$ cat config.mk
export PLATFORM = sky130hd
export DESIGN_NAME = rfid_tag_table_peak_tracker
export DESIGN_NICKNAME = d
export VERILOG_FILES = /design/src/rtl/rfidpk_pkg.sv /design/src/rtl/rfidpk_ctrl.sv /design/src/rtl/rfidpk_dp.sv /design/src/rtl/rfid_tag_table_peak_tracker.sv
export SDC_FILE = /design/constraint.sdc
export NUM_CORES = 2
export LEC_CHECK = 0
export BUFFER_PORTS_ARGS = -buffer_cell sky130_fd_sc_hd__buf_2
export CAP_MARGIN = 40
export CELL_PAD_IN_SITES_DETAIL_PLACEMENT = 1
export CELL_PAD_IN_SITES_GLOBAL_PLACEMENT = 2
export CORE_ASPECT_RATIO = 0.6
export CORE_MARGIN = 5
export CORE_UTILIZATION = 35
export DETAILED_ROUTE_END_ITERATION = 16
export GPL_TIMING_DRIVEN = 0
export PLACE_DENSITY_LB_ADDON = 0.25
export SETUP_SLACK_MARGIN = 0.2
export SLEW_MARGIN = 5
export SYNTH_ARGS = -nofsm -noshare
export SYNTH_HDL_FRONTEND = slang
export SYNTH_SLANG_ARGS = --single-unit
$ cat constraint.sdc
create_clock -name clk -period 8.9 [get_ports clk]
set_input_delay 2.225 -clock clk [delete_from_list [all_inputs] [get_ports clk]]
set_output_delay 2.225 -clock clk [all_outputs]
set_load 0.02 [all_outputs]
$ cat src/rtl/rfidpk_pkg.sv
// ----------------------------------------------------------------------------
// RFID tag table peak tracker package
// Shared types and constants for the controller and the datapath.
// ----------------------------------------------------------------------------
package rfidpk_pkg;

  // Strength is this value minus the raw signal byte.
  localparam logic [7:0] STRENGTH_FULL = 8'hFF;

  // Width of the entry index on the result port.
  localparam int OUT_IDX_W = 4;

  typedef enum logic [2:0] {
    ST_IDLE,
    ST_SEARCH,
    ST_INSERT,
    ST_PEAK_RD,
    ST_PEAK_WR
  } state_t;

  // Commands from the controller to the datapath.
  typedef struct packed {
    logic load;     // capture a new request
    logic search;   // read the next EPC entry and compare the previous one
    logic insert;   // write the EPC at the fill pointer
    logic peak_rd;  // read the peak entry of the chosen index
    logic peak_wr;  // update the peak entry and present the result
  } dp_cmd_t;

  // Status from the datapath to the controller.
  typedef struct packed {
    logic fill_empty;  // no entry below the fill pointer
    logic hit;         // the compared entry matches the EPC
    logic last;        // the compared entry is the last one in range
  } dp_stat_t;

endpackage

$ cat src/rtl/rfidpk_ctrl.sv
// ----------------------------------------------------------------------------
// RFID tag table peak tracker controller
// Sequences search, insert and peak update for one request at a time.
// ----------------------------------------------------------------------------
module rfidpk_ctrl (
  input  logic                clk,
  input  logic                rst_n,
  input  logic                start,
  input  rfidpk_pkg::dp_stat_t stat,
  output rfidpk_pkg::dp_cmd_t  cmd,
  output rfidpk_pkg::state_t   state,
  output logic                busy
);
  import rfidpk_pkg::*;

  state_t state_r;
  state_t state_nxt;

  always_ff @(posedge clk) begin
    if (!rst_n) begin
      state_r <= ST_IDLE;
    end else begin
      state_r <= state_nxt;
    end
  end

  // Next state
  always_comb begin
    state_nxt = state_r;
    case (state_r)
      ST_IDLE: begin
        if (start) begin
          state_nxt = stat.fill_empty ? ST_INSERT : ST_SEARCH;
        end
      end
      ST_SEARCH: begin
        if (stat.hit) begin
          state_nxt = ST_PEAK_RD;
        end else if (stat.last) begin
          state_nxt = ST_INSERT;
        end
      end
      ST_INSERT:  state_nxt = ST_PEAK_RD;
      ST_PEAK_RD: state_nxt = ST_PEAK_WR;
      ST_PEAK_WR: state_nxt = ST_IDLE;
      default:    state_nxt = ST_IDLE;
    endcase
  end

  // Outputs
  always_comb begin
    cmd = '0;
    case (state_r)
      ST_IDLE:    cmd.load    = start;
      ST_SEARCH:  cmd.search  = 1'b1;
      ST_INSERT:  cmd.insert  = 1'b1;
      ST_PEAK_RD: cmd.peak_rd = 1'b1;
      ST_PEAK_WR: cmd.peak_wr = 1'b1;
      default:    cmd = '0;
    endcase
  end

  assign state = state_r;
  assign busy  = (state_r != ST_IDLE);

endmodule

$ cat src/rtl/rfidpk_dp.sv
// ----------------------------------------------------------------------------
// RFID tag table peak tracker datapath
// EPC table, peak table, fill pointer, report counter and result registers.
// ----------------------------------------------------------------------------
module rfidpk_dp #(
  parameter int TABLE_ENTRIES = 16
) (
  input  logic                                clk,
  input  logic                                rst_n,
  input  rfidpk_pkg::dp_cmd_t                 cmd,
  output rfidpk_pkg::dp_stat_t                stat,
  input  logic [63:0]                         in_epc_low,
  input  logic [31:0]                         in_epc_high,
  input  logic [7:0]                          in_rssi_raw,
  input  logic [7:0]                          in_angle,
  output logic                                out_valid,
  output logic [rfidpk_pkg::OUT_IDX_W-1:0]    out_entry_index,
  output logic                                out_is_new,
  output logic [7:0]                          out_strength,
  output logic [7:0]                          out_peak_strength,
  output logic [7:0]                          out_peak_angle,
  output logic [15:0]                         out_report_total
);
  import rfidpk_pkg::*;

  localparam int IDX_W = (TABLE_ENTRIES > 1) ? $clog2(TABLE_ENTRIES) : 1;
  localparam logic [IDX_W-1:0] IDX_LAST = IDX_W'(TABLE_ENTRIES - 1);

  // Tables
  logic [95:0] epc_mem [TABLE_ENTRIES];
  logic [15:0] pk_mem  [TABLE_ENTRIES];   // {peak strength, peak angle}
  logic [TABLE_ENTRIES-1:0] pk_valid_r;

  // Request registers
  logic [95:0]      key_r;
  logic [7:0]       str_r;
  logic [7:0]       ang_r;
  logic [IDX_W-1:0] rd_addr_r;
  logic [IDX_W-1:0] cmp_idx_r;
  logic             cmp_valid_r;
  logic [95:0]      epc_rdata_r;
  logic [IDX_W-1:0] idx_r;
  logic             is_new_r;
  logic [15:0]      pk_rdata_r;
  logic             pk_rvalid_r;

  // Persistent control state
  logic [IDX_W-1:0] fill_r;
  logic [15:0]      rpt_r;

  // Results
  logic                 out_valid_r;
  logic [OUT_IDX_W-1:0] out_idx_r;
  logic                 out_new_r;
  logic [7:0]           out_str_r;
  logic [7:0]           out_pk_str_r;
  logic [7:0]           out_pk_ang_r;
  logic [15:0]          out_rpt_r;

  logic                       match;
  logic [7:0]                 cur_pk_str;
  logic [7:0]                 cur_pk_ang;
  logic                       raise;
  logic [IDX_W+OUT_IDX_W-1:0] idx_ext;

  assign match = cmp_valid_r && (epc_rdata_r == key_r);

  always_comb begin
    stat            = '0;
    stat.fill_empty = (fill_r == '0);
    stat.hit        = match;
    stat.last       = cmp_valid_r && (cmp_idx_r == fill_r - IDX_W'(1));
  end

  // An entry whose peak was never written reads as zero.
  assign cur_pk_str = pk_rvalid_r ? pk_rdata_r[15:8] : 8'h00;
  assign cur_pk_ang = pk_rvalid_r ? pk_rdata_r[7:0]  : 8'h00;
  assign raise      = (str_r > cur_pk_str);
  assign idx_ext    = {{OUT_IDX_W{1'b0}}, idx_r};

  // Control state with reset
  always_ff @(posedge clk) begin
    if (!rst_n) begin
      fill_r      <= '0;
      rpt_r       <= '0;
      pk_valid_r  <= '0;
      cmp_valid_r <= 1'b0;
      out_valid_r <= 1'b0;
    end else begin
      out_valid_r <= cmd.peak_wr;
      if (cmd.load) begin
        rpt_r       <= rpt_r + 16'd1;
        cmp_valid_r <= 1'b0;
      end else if (cmd.search) begin
        cmp_valid_r <= 1'b1;
      end
      if (cmd.insert) begin
        fill_r <= (fill_r == IDX_LAST) ? '0 : fill_r + IDX_W'(1);
      end
      if (cmd.peak_wr && raise) begin
        pk_valid_r[idx_r] <= 1'b1;
      end
    end
  end

  // Payload registers
  always_ff @(posedge clk) begin
    if (cmd.load) begin
      key_r     <= {in_epc_high, in_epc_low};
      str_r     <= STRENGTH_FULL - in_rssi_raw;
      ang_r     <= in_angle;
      rd_addr_r <= '0;
    end
    if (cmd.search) begin
      rd_addr_r <= rd_addr_r + IDX_W'(1);
      cmp_idx_r <= rd_addr_r;
      if (match) begin
        idx_r    <= cmp_idx_r;
        is_new_r <= 1'b0;
      end
    end
    if (cmd.insert) begin
      idx_r    <= fill_r;
      is_new_r <= 1'b1;
    end
    if (cmd.peak_rd) begin
      pk_rvalid_r <= pk_valid_r[idx_r];
    end
    if (cmd.peak_wr) begin
      out_idx_r    <= idx_ext[OUT_IDX_W-1:0];
      out_new_r    <= is_new_r;
      out_str_r    <= str_r;
      out_pk_str_r <= raise ? str_r : cur_pk_str;
      out_pk_ang_r <= raise ? ang_r : cur_pk_ang;
      out_rpt_r    <= rpt_r;
    end
  end

  // EPC table: one write port, one registered read port
  always_ff @(posedge clk) begin
    if (cmd.insert) begin
      epc_mem[fill_r] <= key_r;
    end
    if (cmd.search) begin
      epc_rdata_r <= epc_mem[rd_addr_r];
    end
  end

  // Peak table: one write port, one registered read port
  always_ff @(posedge clk) begin
    if (cmd.peak_wr && raise) begin
      pk_mem[idx_r] <= {str_r, ang_r};
    end
    if (cmd.peak_rd) begin
      pk_rdata_r <= pk_mem[idx_r];
    end
  end

  assign out_valid         = out_valid_r;
  assign out_entry_index   = out_idx_r;
  assign out_is_new        = out_new_r;
  assign out_strength      = out_str_r;
  assign out_peak_strength = out_pk_str_r;
  assign out_peak_angle    = out_pk_ang_r;
  assign out_report_total  = out_rpt_r;

endmodule

$ cat src/rtl/rfid_tag_table_peak_tracker.sv
// ----------------------------------------------------------------------------
// RFID tag table peak tracker
// Looks up each tag report in a table of EPCs, inserts unknown tags and
// tracks the peak signal strength and its antenna angle per entry.
// ----------------------------------------------------------------------------
// A request is taken when start is high and busy is low. The block then
// compares the EPC against the stored entries below the fill pointer, one
// entry per cycle through the registered read port of the EPC table, and
// stops at the first match. A request with no match is written at the fill
// pointer, which wraps to zero at TABLE_ENTRIES. A request keeps busy high
// through the search, which is skipped when the table is empty, then the
// insert when no entry matched, then the peak read and the peak write; the
// length of the sequential search sets how long busy stays high. The
// result appears on the out_ ports for exactly one cycle, marked by
// out_valid, in the first cycle in which busy is low again. The receiver
// cannot stall the block, so the result must be captured in that cycle. The
// EPC and peak tables come up without initialization; the peak table
// carries one valid bit per entry, so a peak that was never written reads
// as zero and no clearing pass is needed after reset.
// ----------------------------------------------------------------------------
module rfid_tag_table_peak_tracker #(
  parameter int TABLE_ENTRIES = 16
) (
  input  logic                             clk,
  input  logic                             rst_n,
  input  logic                             start,
  output logic                             busy,
  input  logic [63:0]                      in_epc_low,
  input  logic [31:0]                      in_epc_high,
  input  logic [7:0]                       in_rssi_raw,
  input  logic [7:0]                       in_angle,
  output logic                             out_valid,
  output logic [rfidpk_pkg::OUT_IDX_W-1:0] out_entry_index,
  output logic                             out_is_new,
  output logic [7:0]                       out_strength,
  output logic [7:0]                       out_peak_strength,
  output logic [7:0]                       out_peak_angle,
  output logic [15:0]                      out_report_total
);
  import rfidpk_pkg::*;

  dp_cmd_t  cmd;
  dp_stat_t stat;
  state_t   state;

  // The controller walks the request through its steps.
  rfidpk_ctrl u_ctrl (
    .clk   (clk),
    .rst_n (rst_n),
    .start (start),
    .stat  (stat),
    .cmd   (cmd),
    .state (state),
    .busy  (busy)
  );

  // The datapath holds both tables, the counters and the result registers.
  rfidpk_dp #(
    .TABLE_ENTRIES (TABLE_ENTRIES)
  ) u_dp (
    .clk               (clk),
    .rst_n             (rst_n),
    .cmd               (cmd),
    .stat              (stat),
    .in_epc_low        (in_epc_low),
    .in_epc_high       (in_epc_high),
    .in_rssi_raw       (in_rssi_raw),
    .in_angle          (in_angle),
    .out_valid         (out_valid),
    .out_entry_index   (out_entry_index),
    .out_is_new        (out_is_new),
    .out_strength      (out_strength),
    .out_peak_strength (out_peak_strength),
    .out_peak_angle    (out_peak_angle),
    .out_report_total  (out_report_total)
  );

  // A result only follows the peak update step.
  a_result_after_update: assert property (@(posedge clk) disable iff (!rst_n)
    out_valid |-> $past(state == ST_PEAK_WR))
    else $error("result strobe without a peak update");

  // An accepted request makes the block busy in the next cycle.
  a_busy_after_accept: assert property (@(posedge clk) disable iff (!rst_n)
    (start && !busy) |=> busy)
    else $error("request accepted but block not busy");

  // The peak after the update can never be below the new strength.
  a_peak_bound: assert property (@(posedge clk) disable iff (!rst_n)
    out_valid |-> (out_peak_strength >= out_strength))
    else $error("peak strength below reported strength");

  // The block is idle again when the result is presented.
  a_idle_with_result: assert property (@(posedge clk) disable iff (!rst_n)
    out_valid |-> !busy)
    else $error("result presented while still busy");

endmodule

==> impl_metrics.env <==
export IMPL_setup_viol=0
export IMPL_synth_distinct_cells=52
export IMPL_final_max_slew_viol_count=0
export IMPL_cts_sinks=2116
export IMPL_reg2regPathDepth=12
export IMPL_max_freq_mhz=216
export IMPL_drc=0
export IMPL_synth_top_family_by_area="multiplexers"
export IMPL_syn_nets=3422
export IMPL_synthTopCellsByArea="edfxtp_1 (78%), mux4_2 (16%), dfxtp_1 (1.1%)"
export IMPL_htree_levels=4
export IMPL_ys_seq_area_frac=0.796
export IMPL_regToRegSetupSlack_ns=4.28
export IMPL_port_buffers=160
export IMPL_setup_tns_ns=0
export IMPL_die_area_sq_um=237000
export IMPL_crit_buf_inv=5
export IMPL_cp_start_kind="flip-flop"
export IMPL_worst_slew_pin_transition_ns=0.922
export IMPL_hpwl_mm=154
export IMPL_vias_per_cell=5.30
export IMPL_synth_area_mux_share=0.161
export IMPL_synth_commonest_cells="edfxtp_1 (2074), mux4_2 (565), clkbuf_1 (93)"
export IMPL_clk_pin_slew_worst_paths_ns=0.07
export IMPL_path_depth=12
export IMPL_gp_routability_congestion=0.747
export IMPL_status="complete, no violations"
export IMPL_tritoncts="yes"
export IMPL_finalHoldViolCount=0
export IMPL_synth_xor_area_share=0.00872
export IMPL_layout_drive_gt1_share=0.335
export IMPL_maxSlewHeadroom=0.380
export IMPL_crit_required_ns=9.43
export IMPL_final_util=0.417
export IMPL_r2r_end="u_dp.pk_mem[3][0]"
export IMPL_whs_ns=0.441
export IMPL_holdBufCountCts=0
export IMPL_dr_total_vias=37700
export IMPL_power_leakage_uw=0.0296
export IMPL_critPathTopFamily="buffers and inverters"
export IMPL_synthAdderAreaFrac=0.00237
export IMPL_rsz0062_at_grt="no"
export IMPL_worstSetupPathType="reg2reg"
export IMPL_dr_first_iter_drc_count=4401
export IMPL_avgRoutedWirePerCell_um=31.2
export IMPL_setup_worst_path_start="u_dp.pk_rvalid_r"
export IMPL_grt_overflow_total=0
export IMPL_start_util=0.352
export IMPL_num_io_pins=162
export IMPL_critPathArrivalTime_ns=5.15
export IMPL_antenna_found_initial=19
export IMPL_die_h_um=379
export IMPL_worstHoldPathType="reg2reg"
export IMPL_cp_cell_sequence="clkbuf_1 -> nand2_1 -> ha_1 -> nand4_1 -> o21bai_1 -> a21oi_1 -> buf_4 -> nand2_1 -> clkbuf_1 -> nor3_2 -> buf_4 -> buf_6"
export IMPL_postCtsResizedCells=0
export IMPL_layout_min_cycle_time_ns=4.62
export IMPL_grt_pass1_wl_mm=313
export IMPL_post_route_period_util=0.519
export IMPL_synth_compound_area_frac=0.00719
export IMPL_synthDominantCellAreaShare=0.785
export IMPL_multi_input_area_sq_um=15700
export IMPL_async_flop_share=0
export IMPL_vdd_ir_drop_max_mv=0.147
export IMPL_synth_edf_count=2074
export IMPL_ys_flop_type="edfxtp_1"
export IMPL_cts_setup_buffers=0
export IMPL_num_rows=135
export IMPL_synth_area_sq_um=79300
export IMPL_synthSimpleGateAreaFrac=0.0159
export IMPL_drt_total_wl_mm=222
export IMPL_syn_instance_count=3292
export IMPL_die_w_um=625
export IMPL_clk_path_buf_depth=4
export IMPL_finClkSkew_ns=0.0635
export IMPL_ys_seq_elements=2116
export IMPL_final_nets=4069
export IMPL_synth_most_common_cell="edfxtp_1"
export IMPL_power_density_nw_per_um2=305
export IMPL_max_cap_viol_count=0
export IMPL_cp_max_fo=10
export IMPL_ant_nets=0
export IMPL_fillerInstances=20900
export IMPL_numCtsBuffers=205
export IMPL_seq_area_sq_um=63100
export IMPL_clock_latency_ns=0.87
export IMPL_grt_use_total=0.187
export IMPL_r2r_start="u_dp.pk_rvalid_r"
export IMPL_crit_slowest_cell="nor3_2"
export IMPL_worstSetupEndpointType="flip-flop"
export IMPL_core_area_sq_um=226000
export IMPL_max_stage_delay_ns=0.71
export IMPL_syn_to_final_growth_pct=18.7
export IMPL_firstDrtPassIters=5
export IMPL_grt_max_degree=71
export IMPL_worstSetupEndpoint="u_dp.pk_mem[3][0]"
export IMPL_cts_root_buf="clkbuf_16"
export IMPL_synth_top_area_cell="edfxtp_1"
export IMPL_avgSynthCellArea_sq_um=24.1
export IMPL_grt_pass1_vias=39000
export IMPL_synth_warnings=0
==> kinds of logic (layout without fill, tap and decap cells) <==
family,count (synthesis),count (layout)
DFF,2116,2116
muxes,567,567
and+or+nand+nor,242,242
buffers and inverters,187,993
AOI/OAI and AO/OA,86,86
xor gates and xnor gates,79,79
adders and majority gates,15,15
other,0,7
==> worst min-delay path by stage <==
stage	from	endpoint	slack, ns	cells past startpoint
final	u_dp.is_new_r	u_dp.out_is_new	0.44	0
after global routing	u_dp.is_new_r	u_dp.out_is_new	0.45	0
after detailed placement	u_dp.is_new_r	u_dp.out_is_new	0.42	0
after global placement	u_dp.is_new_r	u_dp.out_is_new	0.42	0
after CTS	u_dp.is_new_r	u_dp.out_is_new	0.44	0
after floorplan	u_dp.is_new_r	u_dp.out_is_new	0.41	0
==> layer usage <==
layer,track usage,share of wire,vias up,wire [um]
met3,0.0466,0.076,299,16800
li1,-,-,15300,-
met1,0.287,0.47,20800,104000
met2,0.266,0.43,1295,95800
met4,0.0446,0.024,0,5240
met5,0,0,-,0
==> per-stage QoR <==
stage / power (uW) / std cells / cell area (sq um) / setup WS [ns]
after floorplan: 17200 / 3292 / 79300 / 0.834
after global placement: 19900 / 6466 / 83900 / -9.88
after detailed placement: 20600 / 6743 / 87900 / 4.42
after CTS: 29000 / 7109 / 94100 / 4.41
after global routing: 29900 / 7115 / 94200 / 4.09
final: 28700 / 7119 / 94200 / 4.28
==> power breakdown <==
group / total (uW) / internal [uW] / switching [uW]
clock: 8410 / 4630 / 3780
combinational: 7200 / 3310 / 3890
sequential: 13100 / 12300 / 825
==> cells in the final DEF (no fill, tap or decap), types with 7 or more instances in the layout <==
cell / n
edfxtp_1: 2074
mux4_2: 565
clkbuf_16: 206
buf_2: 205
clkbuf_1: 125
buf_4: 96
nand2_1: 73
buf_6: 71
buf_12: 60
clkinv_1: 56
xnor2_1: 54
dfxtp_1: 42
inv_1: 41
o21ai_0: 41
clkinv_2: 38
buf_8: 32
nand2b_1: 28
xor2_1: 24
nand4_1: 21
buf_16: 20
and2_1: 18
nor2b_1: 17
nor3_2: 17
ha_1: 15
nor2_4: 13
nor2_1: 13
nor4_1: 13
bufinv_16: 13
nand3_1: 9
o2111ai_1: 8
o22ai_1: 8
diode_2: 7
buf_1: 7
==> worst register-to-register path: stages, from the launching register on <==
cell	delay (ns)
edfxtp_1	0.52
clkbuf_1	0.60
nand2_1	0.18
ha_1	0.33
nand4_1	0.12
o21bai_1	0.18
a21oi_1	0.30
buf_4	0.24
nand2_1	0.23
clkbuf_1	0.40
nor3_2	0.72
buf_4	0.34
buf_6	0.17
==> final cells by class <==
type | count | share of cell area
flip-flops and latches | 2116 | 0.670
multi-input cells | 989 | 0.166
clock buffers | 242 | 0.0564
repair buffers | 440 | 0.0484
well taps | 3014 | 0.0400
clock inverters | 124 | 0.0101
plain buffers | 145 | 0.00643
inverters | 42 | 0.00175
diodes | 7 | 0.000186
==> state kept, by name (all words and copies together), names as in the netlist, 3 cells and up <==
| register | cells |
|---|---|
| u_dp.out_peak_strength | 8 |
| u_dp.fill_r | 4 |
| u_dp.out_report_total | 16 |
| u_dp.ang_r | 8 |
| u_dp.rd_addr_r | 4 |
| u_dp.epc_rdata_r | 96 |
| u_dp.out_strength | 8 |
| u_dp.idx_r | 4 |
| u_dp.out_entry_index | 4 |
| u_dp.cmp_idx_r | 4 |
| u_dp.epc_mem | 1536 |
| u_dp.out_peak_angle | 8 |
| u_dp.rpt_r | 16 |
| u_dp.pk_rdata_r | 16 |
| u_dp.pk_valid_r | 16 |
| u_dp.str_r | 8 |
| u_ctrl.state | 3 |
| u_dp.key_r | 96 |
| u_dp.pk_mem | 256 |
Note: power is estimated with default switching activity, not from simulation.
